File: src/hdl/vpe_pkg.sv
`timescale 1ns / 1ps
// ----------------------------------------------------------------------------
// vpe_pkg
// Widths, limits and divider handshake types for the vblank period estimator.
// ----------------------------------------------------------------------------
package vpe_pkg;

    localparam int COUNT_W  = 32;
    localparam int TIME_W   = 64;
    localparam int PERIOD_W = 40;

    localparam int DIVIDEND_W = TIME_W;
    localparam int DIVISOR_W  = PERIOD_W;
    localparam int DIV_CNT_W  = $clog2(DIVIDEND_W + 1);

    localparam logic [COUNT_W-1:0]  COUNT_MAX  = {COUNT_W{1'b1}};
    localparam logic [PERIOD_W-1:0] PERIOD_MAX = {PERIOD_W{1'b1}};

    typedef struct packed {
        logic                  start;
        logic [DIVIDEND_W-1:0] dividend;
        logic [DIVISOR_W-1:0]  divisor;
    } div_req_t;

    typedef struct packed {
        logic busy;
        logic done;
    } div_sts_t;

endpackage

File: src/hdl/vblank_period_estimator_core.sv
`timescale 1ns / 1ps
// ----------------------------------------------------------------------------
// vblank_period_estimator_core
// Running-mean frame period tracker fed by vblank events.
// ----------------------------------------------------------------------------
// One event is taken at a time. The first event, and any event whose counter
// has not advanced, goes straight to its result beat without a division. An
// accepted event runs up to three 64-step divisions (frame count, period,
// mean update), or two while the mean is still zero, one after another
// through a single bit-serial divider.
// A new event is taken as soon as the previous one is finished, even while
// its result beat still waits; the new event then holds in its last cycle
// until that beat has been taken.
// ----------------------------------------------------------------------------
module vblank_period_estimator_core
(
    input  logic         clk,
    input  logic         rst_n,
    input  logic         s_axis_tvalid,
    output logic         s_axis_tready,
    input  logic [95:0]  s_axis_tdata,   // vbl_count[31:0], timestamp_ns[95:32]
    output logic         m_axis_tvalid,
    input  logic         m_axis_tready,
    output logic [111:0] m_axis_tdata,   // frames_elapsed[31:0], period_ns[71:32],
                                         // mean_period_ns[111:72]
    output logic         m_axis_tuser    // accepted[0]
);
    import vpe_pkg::*;

    typedef enum logic [3:0] {
        ST_IDLE,
        ST_FR_GO,
        ST_FR_WAIT,
        ST_FR_FIX,
        ST_PER_GO,
        ST_PER_WAIT,
        ST_DELTA,
        ST_ABS,
        ST_MEAN_GO,
        ST_MEAN_WAIT,
        ST_FINISH
    } state_t;

    state_t                state_reg,     state_next;
    logic                  armed_reg,     armed_next;
    logic [COUNT_W-1:0]    prev_cnt_reg,  prev_cnt_next;
    logic [TIME_W-1:0]     prev_time_reg, prev_time_next;
    logic [COUNT_W-1:0]    total_reg,     total_next;
    logic [PERIOD_W-1:0]   mean_reg,      mean_next;
    logic [PERIOD_W-1:0]   period_reg,    period_next;
    logic [TIME_W-1:0]     dt_reg,        dt_next;
    logic [COUNT_W-1:0]    frames_reg,    frames_next;
    logic                  acc_reg,       acc_next;
    logic                  rnd_reg,       rnd_next;
    logic [PERIOD_W:0]     delta_reg,     delta_next;
    logic                  sign_reg,      sign_next;
    logic [PERIOD_W-1:0]   mag_reg,       mag_next;
    logic                  ovalid_reg,    ovalid_next;
    logic                  oacc_reg,      oacc_next;
    logic [COUNT_W-1:0]    oframes_reg,   oframes_next;
    logic [PERIOD_W-1:0]   operiod_reg,   operiod_next;
    logic [PERIOD_W-1:0]   omean_reg,     omean_next;

    div_req_t              div_req;
    div_sts_t              div_sts;
    logic [DIVIDEND_W-1:0] div_q;
    logic [DIVISOR_W-1:0]  div_r;

    logic [COUNT_W-1:0]    in_cnt;
    logic [TIME_W-1:0]     in_time;
    logic [COUNT_W-1:0]    cnt_diff;
    logic                  in_beat;

    assign in_cnt   = s_axis_tdata[COUNT_W-1:0];
    assign in_time  = s_axis_tdata[COUNT_W +: TIME_W];
    assign cnt_diff = in_cnt - prev_cnt_reg;
    assign s_axis_tready = (state_reg == ST_IDLE);
    assign in_beat  = s_axis_tvalid && s_axis_tready;

    vpe_serial_div u_div
    (
        .clk       (clk),
        .rst_n     (rst_n),
        .req       (div_req),
        .sts       (div_sts),
        .quotient  (div_q),
        .remainder (div_r)
    );

    always_comb
    begin
        div_req.start    = 1'b0;
        div_req.dividend = dt_reg;
        div_req.divisor  = mean_reg;
        unique case (state_reg)
            ST_FR_GO:
            begin
                div_req.start = 1'b1;
            end
            ST_PER_GO:
            begin
                div_req.start   = 1'b1;
                div_req.divisor = DIVISOR_W'(frames_reg);
            end
            ST_MEAN_GO:
            begin
                div_req.start    = 1'b1;
                div_req.dividend = DIVIDEND_W'(mag_reg);
                div_req.divisor  = DIVISOR_W'(total_reg);
            end
            default:
            begin
                div_req.start = 1'b0;
            end
        endcase
    end

    always_comb
    begin
        state_next     = state_reg;
        armed_next     = armed_reg;
        prev_cnt_next  = prev_cnt_reg;
        prev_time_next = prev_time_reg;
        total_next     = total_reg;
        mean_next      = mean_reg;
        period_next    = period_reg;
        dt_next        = dt_reg;
        frames_next    = frames_reg;
        acc_next       = acc_reg;
        rnd_next       = rnd_reg;
        delta_next     = delta_reg;
        sign_next      = sign_reg;
        mag_next       = mag_reg;
        ovalid_next    = ovalid_reg && !m_axis_tready;
        oacc_next      = oacc_reg;
        oframes_next   = oframes_reg;
        operiod_next   = operiod_reg;
        omean_next     = omean_reg;

        unique case (state_reg)
            ST_IDLE:
            begin
                if (in_beat)
                begin
                    prev_cnt_next  = in_cnt;
                    prev_time_next = in_time;
                    dt_next        = in_time - prev_time_reg;
                    acc_next       = 1'b0;
                    frames_next    = '0;
                    state_next     = ST_FINISH;
                    if (!armed_reg)
                    begin
                        armed_next = 1'b1;
                    end
                    else if (cnt_diff != '0 && !cnt_diff[COUNT_W-1])
                    begin
                        acc_next = 1'b1;
                        if (mean_reg != '0)
                        begin
                            state_next = ST_FR_GO;
                        end
                        else
                        begin
                            frames_next = cnt_diff;
                            state_next  = ST_PER_GO;
                        end
                    end
                end
            end
            ST_FR_GO:
            begin
                state_next = ST_FR_WAIT;
            end
            ST_FR_WAIT:
            begin
                if (div_sts.done)
                begin
                    rnd_next   = ({div_r, 1'b0} >= {1'b0, mean_reg});
                    state_next = ST_FR_FIX;
                end
            end
            ST_FR_FIX:
            begin
                if (div_q[DIVIDEND_W-1:COUNT_W] != '0 || div_q[COUNT_W-1:0] == COUNT_MAX)
                begin
                    frames_next = COUNT_MAX;
                end
                else if (div_q[COUNT_W-1:0] == '0 && !rnd_reg)
                begin
                    frames_next = COUNT_W'(1);
                end
                else
                begin
                    frames_next = div_q[COUNT_W-1:0] + COUNT_W'(rnd_reg);
                end
                state_next = ST_PER_GO;
            end
            ST_PER_GO:
            begin
                state_next = ST_PER_WAIT;
            end
            ST_PER_WAIT:
            begin
                if (div_sts.done)
                begin
                    if (div_q[DIVIDEND_W-1:PERIOD_W] != '0)
                    begin
                        period_next = PERIOD_MAX;
                    end
                    else
                    begin
                        period_next = div_q[PERIOD_W-1:0];
                    end
                    if (total_reg != COUNT_MAX)
                    begin
                        total_next = total_reg + COUNT_W'(1);
                    end
                    state_next = ST_DELTA;
                end
            end
            ST_DELTA:
            begin
                delta_next = {1'b0, period_reg} - {1'b0, mean_reg};
                state_next = ST_ABS;
            end
            ST_ABS:
            begin
                sign_next  = delta_reg[PERIOD_W];
                mag_next   = delta_reg[PERIOD_W] ? PERIOD_W'(-delta_reg)
                                                 : delta_reg[PERIOD_W-1:0];
                state_next = ST_MEAN_GO;
            end
            ST_MEAN_GO:
            begin
                state_next = ST_MEAN_WAIT;
            end
            ST_MEAN_WAIT:
            begin
                if (div_sts.done)
                begin
                    mean_next  = sign_reg ? mean_reg - div_q[PERIOD_W-1:0]
                                          : mean_reg + div_q[PERIOD_W-1:0];
                    state_next = ST_FINISH;
                end
            end
            ST_FINISH:
            begin
                if (!ovalid_reg || m_axis_tready)
                begin
                    ovalid_next  = 1'b1;
                    oacc_next    = acc_reg;
                    oframes_next = frames_reg;
                    operiod_next = period_reg;
                    omean_next   = mean_reg;
                    state_next   = ST_IDLE;
                end
            end
            default:
            begin
                state_next = ST_IDLE;
            end
        endcase
    end

    always_ff @(posedge clk or negedge rst_n)
    begin
        if (!rst_n)
        begin
            state_reg     <= ST_IDLE;
            armed_reg     <= 1'b0;
            prev_cnt_reg  <= '0;
            prev_time_reg <= '0;
            total_reg     <= '0;
            mean_reg      <= '0;
            period_reg    <= '0;
            dt_reg        <= '0;
            frames_reg    <= '0;
            acc_reg       <= 1'b0;
            rnd_reg       <= 1'b0;
            delta_reg     <= '0;
            sign_reg      <= 1'b0;
            mag_reg       <= '0;
            ovalid_reg    <= 1'b0;
            oacc_reg      <= 1'b0;
            oframes_reg   <= '0;
            operiod_reg   <= '0;
            omean_reg     <= '0;
        end
        else
        begin
            state_reg     <= state_next;
            armed_reg     <= armed_next;
            prev_cnt_reg  <= prev_cnt_next;
            prev_time_reg <= prev_time_next;
            total_reg     <= total_next;
            mean_reg      <= mean_next;
            period_reg    <= period_next;
            dt_reg        <= dt_next;
            frames_reg    <= frames_next;
            acc_reg       <= acc_next;
            rnd_reg       <= rnd_next;
            delta_reg     <= delta_next;
            sign_reg      <= sign_next;
            mag_reg       <= mag_next;
            ovalid_reg    <= ovalid_next;
            oacc_reg      <= oacc_next;
            oframes_reg   <= oframes_next;
            operiod_reg   <= operiod_next;
            omean_reg     <= omean_next;
        end
    end

    assign m_axis_tvalid = ovalid_reg;
    assign m_axis_tuser  = oacc_reg;
    assign m_axis_tdata  = {omean_reg, operiod_reg, oframes_reg};

    a_idle_div_quiet: assert property (@(posedge clk) disable iff (!rst_n)
        state_reg == ST_IDLE |-> !div_sts.busy && !div_sts.done)
        else $error("divider active while idle");

    a_done_in_wait: assert property (@(posedge clk) disable iff (!rst_n)
        div_sts.done |-> state_reg == ST_FR_WAIT || state_reg == ST_PER_WAIT
                      || state_reg == ST_MEAN_WAIT)
        else $error("divider completion outside a wait state");

    a_acc_frames: assert property (@(posedge clk) disable iff (!rst_n)
        m_axis_tvalid && m_axis_tuser |-> m_axis_tdata[COUNT_W-1:0] != '0)
        else $error("accepted beat with zero frame count");

    a_skip_frames: assert property (@(posedge clk) disable iff (!rst_n)
        m_axis_tvalid && !m_axis_tuser |-> m_axis_tdata[COUNT_W-1:0] == '0)
        else $error("skipped beat with nonzero frame count");

    a_first_arms: assert property (@(posedge clk) disable iff (!rst_n)
        in_beat && !armed_reg |=> armed_reg && state_reg == ST_FINISH)
        else $error("first event did not arm the tracker");

endmodule

File: src/hdl/vpe_serial_div.sv
`timescale 1ns / 1ps
// ----------------------------------------------------------------------------
// vpe_serial_div
// Restoring divider, one quotient bit per cycle through a dividend shift
// register. Quotient and remainder hold after done until the next start.
// ----------------------------------------------------------------------------
module vpe_serial_div
(
    input  logic                                clk,
    input  logic                                rst_n,
    input  vpe_pkg::div_req_t                   req,
    output vpe_pkg::div_sts_t                   sts,
    output logic [vpe_pkg::DIVIDEND_W-1:0]      quotient,
    output logic [vpe_pkg::DIVISOR_W-1:0]       remainder
);
    import vpe_pkg::*;

    logic [DIVIDEND_W-1:0] quot_reg;
    logic [DIVIDEND_W-1:0] quot_next;
    logic [DIVISOR_W-1:0]  rem_reg;
    logic [DIVISOR_W-1:0]  rem_next;
    logic [DIVISOR_W-1:0]  dsr_reg;
    logic [DIVISOR_W-1:0]  dsr_next;
    logic [DIV_CNT_W-1:0]  cnt_reg;
    logic [DIV_CNT_W-1:0]  cnt_next;
    logic                  busy_reg;
    logic                  busy_next;
    logic                  done_reg;
    logic                  done_next;
    logic [DIVISOR_W:0]    trial;
    logic [DIVISOR_W:0]    diff;

    assign trial = {rem_reg, quot_reg[DIVIDEND_W-1]};
    assign diff  = trial - {1'b0, dsr_reg};

    always_comb
    begin
        quot_next = quot_reg;
        rem_next  = rem_reg;
        dsr_next  = dsr_reg;
        cnt_next  = cnt_reg;
        busy_next = busy_reg;
        done_next = 1'b0;
        if (req.start)
        begin
            quot_next = req.dividend;
            rem_next  = '0;
            dsr_next  = req.divisor;
            cnt_next  = DIV_CNT_W'(DIVIDEND_W);
            busy_next = 1'b1;
        end
        else if (busy_reg)
        begin
            if (!diff[DIVISOR_W])
            begin
                rem_next  = diff[DIVISOR_W-1:0];
                quot_next = {quot_reg[DIVIDEND_W-2:0], 1'b1};
            end
            else
            begin
                rem_next  = trial[DIVISOR_W-1:0];
                quot_next = {quot_reg[DIVIDEND_W-2:0], 1'b0};
            end
            cnt_next = cnt_reg - DIV_CNT_W'(1);
            if (cnt_reg == DIV_CNT_W'(1))
            begin
                busy_next = 1'b0;
                done_next = 1'b1;
            end
        end
    end

    always_ff @(posedge clk or negedge rst_n)
    begin
        if (!rst_n)
        begin
            cnt_reg  <= '0;
            busy_reg <= 1'b0;
            done_reg <= 1'b0;
        end
        else
        begin
            cnt_reg  <= cnt_next;
            busy_reg <= busy_next;
            done_reg <= done_next;
        end
    end

    always_ff @(posedge clk)
    begin
        quot_reg <= quot_next;
        rem_reg  <= rem_next;
        dsr_reg  <= dsr_next;
    end

    assign sts.busy  = busy_reg;
    assign sts.done  = done_reg;
    assign quotient  = quot_reg;
    assign remainder = rem_reg;

endmodule
File: config.mk
export PLATFORM = sky130hd
export DESIGN_NAME = vblank_period_estimator_core
export DESIGN_NICKNAME = d
export VERILOG_FILES = /design/src/hdl/vpe_pkg.sv /design/src/hdl/vblank_period_estimator_core.sv /design/src/hdl/vpe_serial_div.sv
export SDC_FILE = /design/constraint.sdc
export NUM_CORES = 2
export LEC_CHECK = 0
export BUFFER_PORTS_ARGS = -buffer_cell sky130_fd_sc_hd__clkbuf_2
export CORE_ASPECT_RATIO = 1.4
export CORE_MARGIN = 5
export CORE_UTILIZATION = 53
export DETAILED_ROUTE_END_ITERATION = 8
export PLACE_DENSITY = 0.67
export RECOVER_POWER = 100
export SYNTH_ARGS = -nofsm -noshare
export SYNTH_HDL_FRONTEND = slang
export SYNTH_SLANG_ARGS = --single-unit
File: constraint.sdc
create_clock -name clk -period 4.9 [get_ports clk]
set_clock_uncertainty 0.1 [all_clocks]
set_input_delay 0.735 -clock clk [delete_from_list [all_inputs] [get_ports clk]]
set_output_delay 0.735 -clock clk [all_outputs]
set_load 0.1 [all_outputs]
==> key figures <==
Run status
  – Status: finished with violations
  – Violated checks: max-capacitance violations, max-slew violations

Worst setup path
  – Worst path arrival time: 5.02 ns
  – CP Max Fanout: 6
  – Worst R2R Setup Slack: 0.33 ns
  – CP required: 5.36 ns
  – WS Path Type: reg2reg
  – Setup crit start kind: flip-flop
  – CP Capture Type: flip-flop

Layout
  – Finished Layout Cells: 5986
  – Layout cells sized above 1: 0.0925
  – Diode count: 0
  – Final core occ: 0.594
  – Final nets: 5251
  – Synthesis-to-layout area growth: 11.7%

Logic synthesis
  – Mux cell area share after synthesis: 0.0307
  – Top FF cell, synth: dfrtp_1
  – Syn Nets: 5068
  – Xor/xnor share of the synthesized area: 0.0676
  – Post-synthesis cell area: 0.0412 mm2
  – Synth Area in Compound Gates: 0.199
  – Adder-cell share of the synthesized area: 0.0814
  – Instance count of the mapped netlist: 4703
  – Post-Synth Simple-Gate Area: 0.168
  – #FFs+latches synth: 660
  – Largest family of logic cells by synthesized area: compound AO/OA/AOI/OAI gates
  – Number of enable flip-flop cells after synthesis: 104
  – Ys async rst share: 0.782
  – Unique cell type count in the Yosys netlist: 85
  – Synth warn: 0
  – Seq/Total Area, Yosys: 0.409
  – Mapped Avg Cell Area: 8.76 um2

Placement
  – Post-detail-place hpwl: 98900 um
  – Placed insts: 5858
  – Routability cong.: 1.04
  – Pre-CTS WS: -0.152 ns
  – IO buf count: 214

Drt
  – DRC: 0
  – Final antenna-violating net count: 0
  – Wire per inst: 21.8 um
  – Routed Wire Length: 131000 um
  – Drt via density: 5.92
  – Pre-antenna DRT Iters: 9
  – Iter 0 DRT Violations: 3070
  – Total number of vias: 35400

Clock network
  – Clock transition at path regs: 0.07 ns
  – H-tree levels: 3
  – Clock buffer depth: 3
  – Worst skew pair latency: 0.64 ns
  – Post-CTS Setup Repair Bufs: 0
  – Clock Sink Count: 660
  – Num CTS Buffers: 71
  – CTS tree: built
  – CTS root buf: clkbuf_16

Power
  – Pwr/cell area: 826 mW/mm2
  – Leakage power: 20.9 nW
  – Peak VDD IR: 0.471 mV
  – Total power: 38.0 mW

Timing
  – Worst setup margin: 0.334 ns
  – Slew headroom: -1.11
  – RSZ-0062 raised after global routing: false
  – Slew Viols, Final: 971
  – # setup viols final: 0
  – Crit path time final: 4.57 ns
  – FMAX: 0.219 GHz
  – Worst Tran Pin Value: 3.17 ns
  – Final period utilization: 0.932
  – Final Hold Vio Count: 0

Floorplanning
  – Die X: 246 um
  – FP Rows: 121
  – Core area: 0.0775 mm2
  – Die H: 340 um
  – Die area: 0.0835 mm2
  – I/O pin total: 215
  – Starting Density: 0.532

Global routing
  – Vias in the first global route: 34800
  – Largest net degree at the start of global routing: 177
  – Grt total ovfl: 0
  – First-pass GRT wire length: 202000 um
  – Total track usage: 0.308
  – Initial antenna violation count: 5

Run
  – Max cap viols: 12

Hold path
  – Worst hold path type: in2reg
-- synth_stat cells, types with 46 or more instances --
master,number,area (um2)
a31oi_1,80,500
xnor2_1,177,1550
clkbuf_1,220,826
nor3_1,107,536
a21oi_1,354,1770
inv_1,242,908
edfxtp_1,104,3120
nand4_1,56,350
xor2_1,139,1220
nand3_1,113,566
nand2_1,655,2460
mux2_2,74,833
dfrtp_1,516,12900
o21ai_0,493,2470
nor2b_1,46,288
ha_1,260,3250
nor2_1,289,1080
a21o_1,115,863
-- where the power goes --
group          total [mW]  switching, mW  internal [mW]
clock network        5.68           2.36           3.32
logic                22.8           14.3           8.43
registers            9.53           1.65           7.88
-- through the flow --
step	TNS, ns	hold slack [ns]	area, um2
after floorplan	0	0.338	41200
after global placement	-1.25	0.355	43900
after detailed placement	-4.01	0.366	43900
after CTS	0	0.0882	46300
after global routing	0	0.212	46000
final	0	0.221	46000
-- path summary, 6_finish.rpt --
check / depth (start not counted) / start / endpoint
worst min-delay path: 3 / s_axis_tdata[22] / prev_cnt_reg[22]
min in group asynchronous: 1 / rst_n / omean_reg[12]
worst min register to register: 2 / omean_reg[38] / omean_reg[38]
worst max-delay path: 20 / u_div.quotient[0] / mean_reg[39]
worst max register to register: 20 / u_div.quotient[0] / mean_reg[39]
max in group asynchronous: 2 / rst_n / prev_time_reg[51]
-- metal layers --
layer / vias to the layer above / wire (um) / GRT usage
li1: 17000 / - / -
met1: 16900 / 52400 / 0.389
met2: 1146 / 60000 / 0.496
met3: 354 / 8160 / 0.0481
met4: 8 / 10100 / 0.195
met5: - / 53 / 0
-- repair_timing --
| item | in CTS | in global routing |
|---|---|---|
| endpoints found under the setup margin | 0 | 6 |
| gates resized for setup | 0 | 3 |
| hold buffers | 0 | 0 |
-- cell usage in the layout (no fill, tap or decap), types with 139 or more instances in the layout --
| cell type | n |
|---|---|
| nand2_1 | 654 |
| dfrtp_1 | 515 |
| o21ai_0 | 495 |
| a21oi_1 | 353 |
| nor2_1 | 289 |
| ha_1 | 260 |
| inv_1 | 241 |
| xnor2_1 | 177 |
| clkbuf_1 | 145 |
| xor2_1 | 139 |
-- logic make-up (layout without fill, tap and decap cells) --
| kind of cell | Yosys count | count (layout) |
|---|---|---|
| buffers and inverters | 487 | 725 |
| AO/OA/AOI/OAI | 1355 | 1355 |
| multiplexers | 117 | 117 |
| XOR/XNOR | 317 | 317 |
| flip-flops | 660 | 660 |
| AND/OR/NAND/NOR | 1502 | 1502 |
| adder cells (fa/ha/maj) | 265 | 265 |
-- cell type report --
cell class / count / area (um2)
multi-input combinational: 3556 / 22600
clock inverter: 31 / 338
tap: 1045 / 1310
fill: 7173 / 31500
inverter: 243 / 913
clock buffer: 97 / 2090
timing repair buffer: 354 / 1940
sequential: 660 / 16800
-- critical path: stages, from the launching register on --
cell and delay [ns]:
edfxtp_1 0.40, clkbuf_1 0.30, inv_1 0.12, ha_1 0.17
nand2b_1 0.09, nor2_1 0.19, and2_1 0.25, and2_1 0.21
nand2_1 0.12, nor2_1 0.21, a21oi_1 0.10, xnor2_1 0.14
ha_1 0.29, a21o_1 0.20, a21o_1 0.20, a21o_1 0.20
a221oi_1 0.41, nand2_1 0.15, a311o_1 0.37, o211ai_1 0.11
xnor2_1 0.14
(Power assumes the default switching activity.)
